File: config.mk
export PLATFORM = sky130hd
export DESIGN_NAME = mp2a_ctrl
export DESIGN_NICKNAME = d
export VERILOG_FILES = /design/src/hdl/mp2a_pkg.sv /design/src/hdl/mp2a_ctrl.sv
export SDC_FILE = /design/constraint.sdc
export NUM_CORES = 1
export LEC_CHECK = 0
export BUFFER_PORTS_ARGS = -buffer_cell sky130_fd_sc_hd__buf_2
export CAP_MARGIN = 20
export CORE_AREA = 2 2 39 41
export CTS_BUF_LIST = sky130_fd_sc_hd__clkbuf_8
export DETAILED_ROUTE_END_ITERATION = 10
export DIE_AREA = 0 0 41 43
export RECOVER_POWER = 100
export SETUP_SLACK_MARGIN = 0.3
export SLEW_MARGIN = 30
export SYNTH_ARGS = -nofsm -noshare
export SYNTH_HDL_FRONTEND = slang
export SYNTH_SLANG_ARGS = --single-unit
File: constraint.sdc
create_clock -name i_clk -period 3 [get_ports i_clk]
set_input_delay 0.3 -clock i_clk [delete_from_list [all_inputs] [get_ports i_clk]]
set_output_delay 0.3 -clock i_clk [all_outputs]
set_load 0.02 [all_outputs]
File: src/hdl/mp2a_pkg.sv
`timescale 1ns / 1ps
`default_nettype none
// -----------------------------------------------------------------------------
// mp2a_pkg
// Shared types, constants and register indexes for the 2-D max pooling block.
// -----------------------------------------------------------------------------
package mp2a_pkg;

    localparam int MaxWidthDef    = 128;
    localparam int MaxHeightDef   = 128;
    localparam int MaxChannelsDef = 32;
    localparam int MaxWindowDef   = 4;

    localparam int CfgIdxW  = 3;
    localparam int CfgDataW = 8;

    localparam logic [CfgIdxW-1:0] REG_IMAGE_WIDTH   = 3'd0;
    localparam logic [CfgIdxW-1:0] REG_IMAGE_HEIGHT  = 3'd1;
    localparam logic [CfgIdxW-1:0] REG_CHANNEL_COUNT = 3'd2;
    localparam logic [CfgIdxW-1:0] REG_WINDOW_WIDTH  = 3'd3;
    localparam logic [CfgIdxW-1:0] REG_WINDOW_HEIGHT = 3'd4;
    localparam logic [CfgIdxW-1:0] REG_STEP_SIZE     = 3'd5;

    typedef struct packed {
        logic signed [15:0] sample_value;
    } t_in_item;

    typedef struct packed {
        logic signed [15:0] max_value;
        logic [18:0]        source_offset;
        logic [7:0]         image_number;
        logic [6:0]         out_row;
        logic [6:0]         out_col;
        logic [4:0]         window_channel;
    } t_out_item;

    typedef struct packed {
        logic [CfgIdxW-1:0]  index;
        logic [CfgDataW-1:0] data;
    } t_cfg_item;

    typedef enum logic [2:0] {
        ST_IDLE,
        ST_DIV,
        ST_READ,
        ST_UPDATE,
        ST_ADVANCE,
        ST_EMIT
    } t_state;

    // controller -> datapath
    typedef struct packed {
        logic cfg_we;    // write configuration register
        logic load;      // capture sample and begin stride division
        logic div_step;  // one step of the stride division
        logic tap_read;  // issue store read for current tap
        logic tap_upd;   // compare/write current tap
        logic tap_next;  // step to next tap
        logic advance;   // advance positions
        logic emit_done; // result taken
    } t_ctrl;

    // datapath -> controller
    typedef struct packed {
        logic div_last;  // final division step
        logic tap_last;  // current tap is the last of the window set
        logic has_result;
    } t_stat;

endpackage : mp2a_pkg
`default_nettype wire

File: src/hdl/mp2a_ctrl.sv
`timescale 1ns / 1ps
`default_nettype none
// -----------------------------------------------------------------------------
// mp2a_ctrl
// Sequencer: walks the window taps touched by each element, then advances.
// -----------------------------------------------------------------------------
module mp2a_ctrl (
    input  wire logic           i_clk,
    input  wire logic           i_rst_n,
    input  wire logic           i_cfg_valid,
    output logic                o_cfg_ready,
    input  wire logic           i_in_valid,
    output logic                o_in_ready,
    output logic                o_out_valid,
    input  wire logic           i_out_ready,
    input  wire mp2a_pkg::t_stat i_stat,
    output mp2a_pkg::t_ctrl     o_ctrl
);
    import mp2a_pkg::*;

    t_state r_state, n_state;

    // state register
    always_ff @(posedge i_clk) begin
        if (!i_rst_n) begin
            r_state <= ST_IDLE;
        end else begin
            r_state <= n_state;
        end
    end

    // next state and commands
    always_comb begin
        n_state     = r_state;
        o_ctrl      = '0;
        o_cfg_ready = 1'b0;
        o_in_ready  = 1'b0;
        o_out_valid = 1'b0;
        unique case (r_state)
            ST_IDLE: begin
                // configuration takes priority over a waiting element
                o_cfg_ready = 1'b1;
                o_in_ready  = !i_cfg_valid;
                if (i_cfg_valid) begin
                    o_ctrl.cfg_we = 1'b1;
                end else if (i_in_valid) begin
                    o_ctrl.load = 1'b1;
                    n_state     = ST_DIV;
                end
            end
            ST_DIV: begin
                o_ctrl.div_step = 1'b1;
                if (i_stat.div_last) begin
                    n_state = ST_READ;
                end
            end
            ST_READ: begin
                o_ctrl.tap_read = 1'b1;
                n_state         = ST_UPDATE;
            end
            ST_UPDATE: begin
                o_ctrl.tap_upd = 1'b1;
                if (i_stat.tap_last) begin
                    n_state = ST_ADVANCE;
                end else begin
                    o_ctrl.tap_next = 1'b1;
                    n_state         = ST_READ;
                end
            end
            ST_ADVANCE: begin
                o_ctrl.advance = 1'b1;
                n_state = i_stat.has_result ? ST_EMIT : ST_IDLE;
            end
            ST_EMIT: begin
                o_out_valid = 1'b1;
                if (i_out_ready) begin
                    o_ctrl.emit_done = 1'b1;
                    n_state          = ST_IDLE;
                end
            end
            default: n_state = ST_IDLE;
        endcase
    end
endmodule : mp2a_ctrl
`default_nettype wire

==> qor.txt, run 1 <==
Max-Cap Viols: 0
post-route ant nets: 0
Post-DP Area: 382 µm²
TritonCTS clock tree: done
worst-skew pair later-pin latency: 0.22 ns
DR vias/cell: 4.52
CTS sink cnt: 3
largest net degree at the start of global routing: 17
Die Y-Extent: 43 µm
gr usage total: 0.103
WL/cell: 10.7 µm
Final Max Slew Viols: 0
Pleak: 0.000174 µW
critical path data required time: 2.70 ns
post-synth cell types: 22
number of global-route vias before repair: 278
Die Area: 0.00176 mm²
Bufs and invs on worst path: 1
post-synthesis sequential area ratio: 0.208
area grow syn2layout: 39.8%
Worst setup EP type: output port
Startpoint Class: flop
post-synthesis register bit count: 3
min Tclk post-route: 1.65 ns
Core Box Area: 0.00138 mm²
yosys warns: 0
PwrDens: 476 mW/mm²
Initial Util: 0.209
max reg flops: 3
largest registers: r_state: 3 flops
first-pass GRT wire length: 1.22 mm
Biggest register: r_state
DRT iter0 DRCs: 7
H-tree depth: 1
data arrival time of the critical path: 1.35 ns
# IOs: 19
crit share post-route: 0.551
Reg clk slew, reported paths: 0.03 ns
Slowest Stage Delay on Critical Path: 0.51 ns
highest-delay cell along the critical path: dfxtp_1
ant diodes: 0
layout cells sized above 1: 0.273
Crit Path Category: flop to output port
Worst Max-Slew Pin Slew: 0.647 ns
synthesized instance count: 36
Hold Crit Class: input port to flop
CTS Hold Bufs: 0
row count: 14
CTS buffer count: 3
RSZ-0062 raised after global routing: false
DRT Wirelength: 758 µm
Synth top area share: 0.208
hold_ws: 0.362 ns
synth top area cells: dfxtp_1 21%, nor3b_1 10%, and2_1 6.5%
I/O Buffers: 18
DR pass1 iterations: 2
CP max FO: 10
status: complete, no violations
Root Driver: clkbuf_8
critical path's top delay family: flip-flops
Post-Syn Area: 289 µm²
initial antenna violation count: 0
Post-CTS Setup Bufs: 0
setup TNS: 0 ns
clk buf depth: 2
Worst Skew: 0.00356 ns
most frequent cells in the layout: 10 x buf_2, 8 x clkbuf_1, 4 x nor3b_1
Synth area leader: dfxtp_1
design area: 404 µm²
# DRC: 0
GPL Wtd Cong: 0.706
CP Cell Sequence: and2b_1 -> and3_1 -> clkbuf_1
nets: 64
Avg Inst Size Synth: 8.03 µm²
Hold Violations, Final: 0
GR Overflow Total: 0
utilization after layout: 0.292
Max VDD drop: 0.123 mV
highest clock rate: 605 MHz
setup violators final: 0
Die Width: 41 µm
syn_nets: 44
Worst slew margin: 0.558
DR vias: 321
leading cell type in the layout, fill and taps excluded: buf_2
Detail Placement HPWL: 505 µm
post-CTS sizing: 0
-- synthesized netlist by cell type --
cell type	count
and2b_4	1
and2_1	3
nand2_1	1
and3b_2	1
inv_1	1
dfxtp_1	3
nand3_1	3
nor2b_1	3
a2111oi_2	1
and3_1	1
buf_4	1
nor4_1	2
nor2b_2	1
mux2i_1	1
nor3b_1	4
and2b_1	1
a211oi_1	1
nor3_2	1
buf_2	2
nand4b_1	1
o21ai_1	1
o21ai_0	2
-- worst reg2reg max path: cells and delay by family (launching register included) --
kind,cells,cell delay (ns)
AO/OA/AOI/OAI,2,0.73
flip-flops,1,0.57
AND/OR/NAND/NOR,1,0.11
-- cell type report --
class	count	area, µm²
fill	164	980
sequential	3	60.1
tap	16	20.0
clock buffer	3	41.3
multi-input combinational	29	195
inverter	1	3.75
timing repair buffer	18	80.1
clock inverter	1	3.75
-- per-layer routing --
metal | GRT usage | wire length, µm
met5 | 0 | 0
met3 | 0.0157 | 64
met4 | 0.100 | 17
met1 | 0.144 | 357
met2 | 0.125 | 318
-- per-stage QoR --
stage	std cells	total power [µW]	setup slack [ns]
global route	71	204	1.23
detailed placement	67	81.4	1.56
finish	71	192	1.35
CTS	71	199	1.30
floorplan	36	68.1	1.50
global placement	67	80.6	1.57
-- worst paths after layout --
kind                                  from          to  slack, ns  depth (start not counted)
worst max-delay path            r_state[2]   o_ctrl[0]       1.35                          3
worst min-delay path               i_rst_n  r_state[0]       0.36                          3
worst max register to register  r_state[0]  r_state[2]       1.44                          3
worst min register to register  r_state[2]  r_state[1]       0.67                          1
-- kinds of logic (layout without fill, tap and decap cells) --
family	after synthesis	after routing	synth area share
buffers and inverters	4	23	0.0736
AND/OR/NAND/NOR	23	23	0.554
multiplexers	1	1	0.0346
AO/OA/AOI/OAI	5	5	0.130
flip-flops	3	3	0.208
-- where the power goes --
part           internal, µW  total (µW)  switching, µW
sequential             41.5        45.8           4.22
clock                  87.2         115           27.5
combinational          13.8        32.0           18.1
total                   143         192           49.9
Note: power is estimated with default switching activity, not from simulation.
==> run 2: changes to the inputs <==
==> constraint.sdc (replaced) <==
create_clock -name i_clk -period 1.6 [get_ports i_clk]
set_input_delay 0.16 -clock i_clk [delete_from_list [all_inputs] [get_ports i_clk]]
set_output_delay 0.16 -clock i_clk [all_outputs]
set_load 0.02 [all_outputs]
==> run 2 against run 1 <==
Die area unchanged. Sequential cell count unchanged. Cell area increased by 21%. Via count increased by 8.4%. Sequential share of layout area decreased by 0.32 points. Global-route usage about the same. Clock power increased by 88%. Worst hold slack got worse by 0.15 ns. Register-to-register slack got worse by 1.2 ns. Critical path depth unchanged. Non-clock buffer count increased by 6. Utilization increased by 6.2 points. Critical endpoint is now o_ctrl[2]. Largest cell class unchanged.
==> qor.txt, run 2 (same netlist as run 1, synthesis figures left out) <==
initial antenna violation count: 0 (unchanged)
cell depth of the worst min-delay path: 3 (unchanged)
ant diodes: 0 (unchanged)
Die Y-Extent: 43 µm (unchanged)
design area: 490 µm² (+21%)
DRT Wirelength: 769 µm (+1.5%)
CP max FO: 9 (-1)
hold_sp: i_rst_n
nets: 70 (+9.4%)
TritonCTS clock tree: done
GPL Wtd Cong: 0.682 (-3.4%)
row count: 14 (unchanged)
layout cells sized above 1: 0.475 (+0.203)
Slowest Stage Delay on Critical Path: 0.36 ns (-0.15 ns)
leading cell type in the layout, fill and taps excluded: buf_2
Core Box Area: 0.00138 mm² (unchanged)
Biggest register: r_state
highest-delay cell along the critical path: dfxtp_4
utilization after layout: 0.354 (+0.0624)
Non-Filler Instances: 77 (+8.5%)
# IOs: 19 (unchanged)
Worst setup EP type: output port
reg2reg end: r_state[2]
Worst slew margin: 0.623 (+0.0656)
status: complete, no violations
CTS Hold Bufs: 0 (unchanged)
setup violators final: 0 (unchanged)
Max-Cap Viols: 0 (unchanged)
post-route ant nets: 0 (unchanged)
met3 wire length: 82 µm (+28%)
highest clock rate: 746 MHz
Hold Crit Class: input port to flop
DP Cell Count: 67 (unchanged)
Die Width: 41 µm (unchanged)
min Tclk post-route: 1.34 ns
Initial Util: 0.209 (unchanged)
Worst Skew: 0.00583 ns (+0.00227 ns)
Reg2Reg Setup Slack: 0.26 ns (-1.18 ns)
crit share post-route: 0.838
Fill cells: 159 (-3.0%)
Root Driver: clkbuf_8
GR Overflow Total: 0 (unchanged)
Detail Placement HPWL: 504 µm (-0.20%)
gr usage total: 0.103 (-0.000103)
DR pass1 iterations: 2 (unchanged)
largest registers: r_state: 3 flops
number of global-route vias before repair: 295 (+6.1%)
CP Cell Sequence: and3b_1 -> nor2b_1 -> clkbuf_1
max layer used: met4
Startpoint Class: flop
Hold EP: r_state[0]
hold_ws: 0.211 ns (-0.151 ns)
data arrival time of the critical path: 1.18 ns (-0.17 ns)
WL/cell: 9.99 µm (-6.5%)
Bufs and invs on worst path: 1 (unchanged)
r2r worst-path depth: 4 (+1)
Reg-to-Reg Start: r_state[0]
DR vias: 348 (+8.4%)
worst-skew pair later-pin latency: 0.22 ns (about the same)
CTS sink cnt: 3 (unchanged)
Crit Path Category: flop to output port
Die Area: 0.00176 mm² (unchanged)
Post-DP Area: 393 µm² (+3.0%)
PwrDens: 753 mW/mm² (+58%)
Reg clk slew, reported paths: 0.03 ns (about the same)
setup TNS: 0 ns (unchanged)
DRT iter0 DRCs: 1 (-6)
Max VDD drop: 0.532 mV (+330%)
largest net degree at the start of global routing: 17 (unchanged)
critical path's top delay family: simple AND/OR/NAND/NOR gates
Hold Violations, Final: 0 (unchanged)
Worst Max-Slew Pin Slew: 0.551 ns (-0.0959 ns)
met1 wire length: 334 µm (-6.4%)
area grow syn2layout: 69.7%
CTS buffer count: 3 (unchanged)
I/O Buffers: 18 (unchanged)
most frequent cells in the layout: 10 x buf_2, 7 x buf_4, 5 x clkbuf_1
# DRC: 0 (unchanged)
met2 wire length: 334 µm (+5.0%)
H-tree depth: 1 (unchanged)
RSZ-0062 raised after global routing: true
DR vias/cell: 4.52 (about the same)
clk buf depth: 2 (unchanged)
critical path data required time: 1.44 ns (-1.26 ns)
Pleak: 0.000228 µW (+31%)
first-pass GRT wire length: 1.19 mm (-2.3%)
Final Max Slew Viols: 0 (unchanged)
max reg flops: 3 (unchanged)
-- run 2: worst reg2reg max path, cell delays in order, from the launching register on --
cell       delay [ns]
dfxtp_4          0.39
buf_4            0.13
nor3b_1          0.04
a2111oi_0        0.53
a211oi_1         0.10
-- run 2: layout make-up --
cell class                 instances  area [µm²]  share of cell area
timing repair buffer              24         144               0.293
clock inverter                     1        3.75             0.00765
inverter                           1        3.75             0.00765
clock buffer                       3        41.3              0.0842
sequential                         3        71.3               0.145
multi-input combinational         29         206               0.421
tap                               16        20.0              0.0408
-- run 2: routing by layer --
metal	vias to the layer above	GRT usage
li1	181	-
met1	146	0.137
met2	19	0.131
met3	2	0.0314
met4	0	0.0800
met5	-	0
-- run 2: report_power, final --
part           switching (µW)  internal (µW)
Clock                    52.4            163
Combinational            37.7           35.0
Sequential               6.05           74.8
-- run 2: what timing repair did --
action	4_1_cts	5_1_grt
buffers inserted	2	4
pin swaps	0	1
resized for setup	6	8
endpoints found under the setup margin	11	4
-- run 2: how the worst max path moves through the flow --
| stage | start | endpoint | slack, ns | depth (start not counted) |
|---|---|---|---|---|
| 2_1_floorplan | r_state[1] | o_ctrl[6] | 0.30 | 3 |
| 3_3_place_gp | r_state[0] | r_state[1] | 0.28 | 3 |
| 3_5_place_dp | r_state[0] | r_state[1] | 0.23 | 3 |
| 4_1_cts | r_state[0] | o_ctrl[2] | 0.29 | 3 |
| 5_1_grt | r_state[0] | r_state[1] | 0.19 | 4 |
| 6_report | r_state[2] | o_ctrl[2] | 0.26 | 3 |
-- run 2: metrics by stage --
step,setup WS (ns),total power [µW]
2_1_floorplan,0.302,129
3_3_place_gp,0.283,153
3_5_place_dp,0.229,154
4_1_cts,0.294,374
5_1_grt,0.189,387
6_report,0.259,369
==> run 3: changes to the inputs <==
==> constraint.sdc (replaced) <==
create_clock -name i_clk -period 1.2 [get_ports i_clk]
set_input_delay 0.12 -clock i_clk [delete_from_list [all_inputs] [get_ports i_clk]]
set_output_delay 0.12 -clock i_clk [all_outputs]
set_load 0.02 [all_outputs]
==> run 3 against run 2 <==
Sequential share of layout area decreased by 6.0 points. Routed wire length increased by 41%. Critical path type unchanged. The flow now finishes with violations (setup timing). Non-clock buffer count increased by 9. Sequential power increased by 37%. Die area unchanged. Cell area increased by 52%. Cell count increased by 12%. Worst hold slack got worse by 0.028 ns. Highest routed layer is now met3. Clock-buffer cell count unchanged.
==> qor.txt, run 3 (same netlist as run 1, synthesis figures left out) <==
I/O Buffers: 18 (unchanged)
Max VDD drop: 0.513 mV (-3.5%)
Reg power frac: 0.190 (-0.029)
setup violators final: 10 (+10)
layer with the highest usage: met2
Worst Max-Slew Pin Slew: 0.297 ns (-0.254 ns)
GPL Wtd Cong: 0.743 (+8.9%)
min Tclk post-route: 1.29 ns
met1 global-route usage: 0.160 (+0.0228)
DR vias: 389 (+12%)
switching power: 157 µW (+63%)
nets: 79 (+13%)
Crit Path Category: flop to output port
Global Route met3 Usage: 0.0157 (-0.0157)
Detail Placement HPWL: 666 µm (+32%)
Die Width: 41 µm (unchanged)
Combinational Power Share: 0.321 (+0.124)
leading cell type in the layout, fill and taps excluded: buf_6
Worst Skew: 0.00364 ns (-0.00219 ns)
Hold Violations, Final: 0 (unchanged)
Worst setup EP type: output port
data arrival time of the critical path: 1.17 ns (about the same)
WL/cell: 12.6 µm (+26%)
DRT iter0 DRCs: 0 (-1)
critical path data required time: 1.08 ns (-0.36 ns)
H-tree depth: 1 (unchanged)
Slowest Stage Delay on Critical Path: 0.32 ns (-0.04 ns)
P_int: 428 µW (+57%)
number of global-route vias before repair: 359 (+22%)
area grow syn2layout: 157%
critical path's top delay family: simple AND/OR/NAND/NOR gates
hold_ws: 0.183 ns (-0.0277 ns)
grt met2 use: 0.200 (+0.0688)
gr usage total: 0.123 (+0.0201)
RSZ-0062 raised after global routing: true
Place WS: 0.0612 ns (-0.167 ns)
DRT Wirelength: 1.08 mm (+41%)
CP most frequent cell: buf_6
Bufs and invs on worst path: 2 (+1)
failing checks: setup timing
# IOs: 19 (unchanged)
Final WS setup: -0.0896 ns (-0.348 ns)
Biggest register: r_state
GR Overflow Total: 0 (unchanged)
clk buf depth: 2 (unchanged)
Max-Cap Viols: 0 (unchanged)
Startpoint Class: flop
Sw Share: 0.268 (+0.00775)
CTS buffer count: 3 (unchanged)
Reg clk slew, reported paths: 0.03 ns (about the same)
CTS sink cnt: 3 (unchanged)
PwrDens: 787 mW/mm² (+4.5%)
CP Cell Sequence: buf_6 -> nor3_4 -> and2_4 -> buf_6
DR pass1 iterations: 1 (-1)
Worst slew margin: 0.802 (+0.179)
TritonCTS clock tree: done
post-route ant nets: 0 (unchanged)
layout cells sized above 1: 0.829 (+0.353)
row count: 14 (unchanged)
Die Y-Extent: 43 µm (unchanged)
CP max FO: 6 (-3)
Non-Filler Instances: 86 (+12%)
highest clock rate: 775 MHz
largest net degree at the start of global routing: 8 (-9)
DP Cell Count: 72 (+7.5%)
max reg flops: 3 (unchanged)
ant diodes: 0 (unchanged)
Pleak: 0.000335 µW (+47%)
Die Area: 0.00176 mm² (unchanged)
status: finished with violations
Core Box Area: 0.00138 mm² (unchanged)
largest registers: r_state: 3 flops
# DRC: 0 (unchanged)
most frequent cells in the layout: 19 x buf_6, 7 x buf_2, 6 x buf_4
worst-skew pair later-pin latency: 0.21 ns (about the same)
highest-delay cell along the critical path: dfxtp_2
Final Max Slew Viols: 0 (unchanged)
crit share post-route: 1.07
Root Driver: clkbuf_8
Initial Util: 0.209 (unchanged)
first-pass GRT wire length: 1.52 mm (+28%)
initial antenna violation count: 0 (unchanged)
clock share of power: 0.489 (-0.095)
Hold Crit Class: input port to flop
DR vias/cell: 4.52 (about the same)
## run 3: cell count changes in the layout (fill, tap and decap cells not counted), sizes merged
| cell | previous run | this run |
|---|---|---|
| buf | 19 | 32 |
| clkbuf | 8 | 4 |
## run 3: timing repair
action                     CTS  global route
setup endpoints to repair   14            14
buffers inserted             7             3
hold buffers                 0             0
gates resized for setup     32             8
pin swaps                    7             4
## run 3: per-layer routing
metal	routed length, µm	up-vias	part of all wire
li1	-	198	-
met1	441	182	0.41
met2	597	9	0.55
met3	44	0	0.041
met4	0	0	0
met5	0	-	0
## run 3: final timing paths
path | start | cells past startpoint | endpoint | slack, ns
hold reg to reg | r_state[2] | 3 | r_state[1] | 0.64
hold / removal | i_rst_n | 3 | r_state[0] | 0.18
setup reg to reg | r_state[0] | 5 | r_state[2] | 0.03
setup / recovery | r_state[2] | 4 | o_ctrl[7] | -0.09
## run 3: tightest hold or removal path, cell delays in order
cell	delay, ns
buf_2	0.12
nand3_2	0.07
nand3_2	0.05
## run 3: cell type report
type | count | area [µm²]
Clock buffer | 3 | 41.3
Clock inverter | 1 | 3.75
Fill cell | 126 | 641
Inverter | 1 | 3.75
Multi-Input combinational cell | 29 | 312
Sequential cell | 3 | 63.8
Tap cell | 16 | 20.0
Timing Repair Buffer | 33 | 299
## run 3: power groups by stage
stage | logic, µW | clock network [µW] | registers (µW)
6_report | 188 | 286 | 111
3_5_place_dp | 115 | 0 | 115
3_3_place_gp | 113 | 0 | 114
5_1_grt | 197 | 301 | 112
4_1_cts | 166 | 289 | 110
2_1_floorplan | 81.8 | 0 | 110
## run 3: per-stage QoR
stage	cell area (µm²)	total power, µW	util	TNS (ns)
3_5_place_dp	488	230	0.353	0
5_1_grt	743	610	0.537	-0.901
6_report	743	585	0.537	-0.444
2_1_floorplan	374	192	-	0
3_3_place_gp	488	227	0.353	0
4_1_cts	698	564	0.505	-0.438
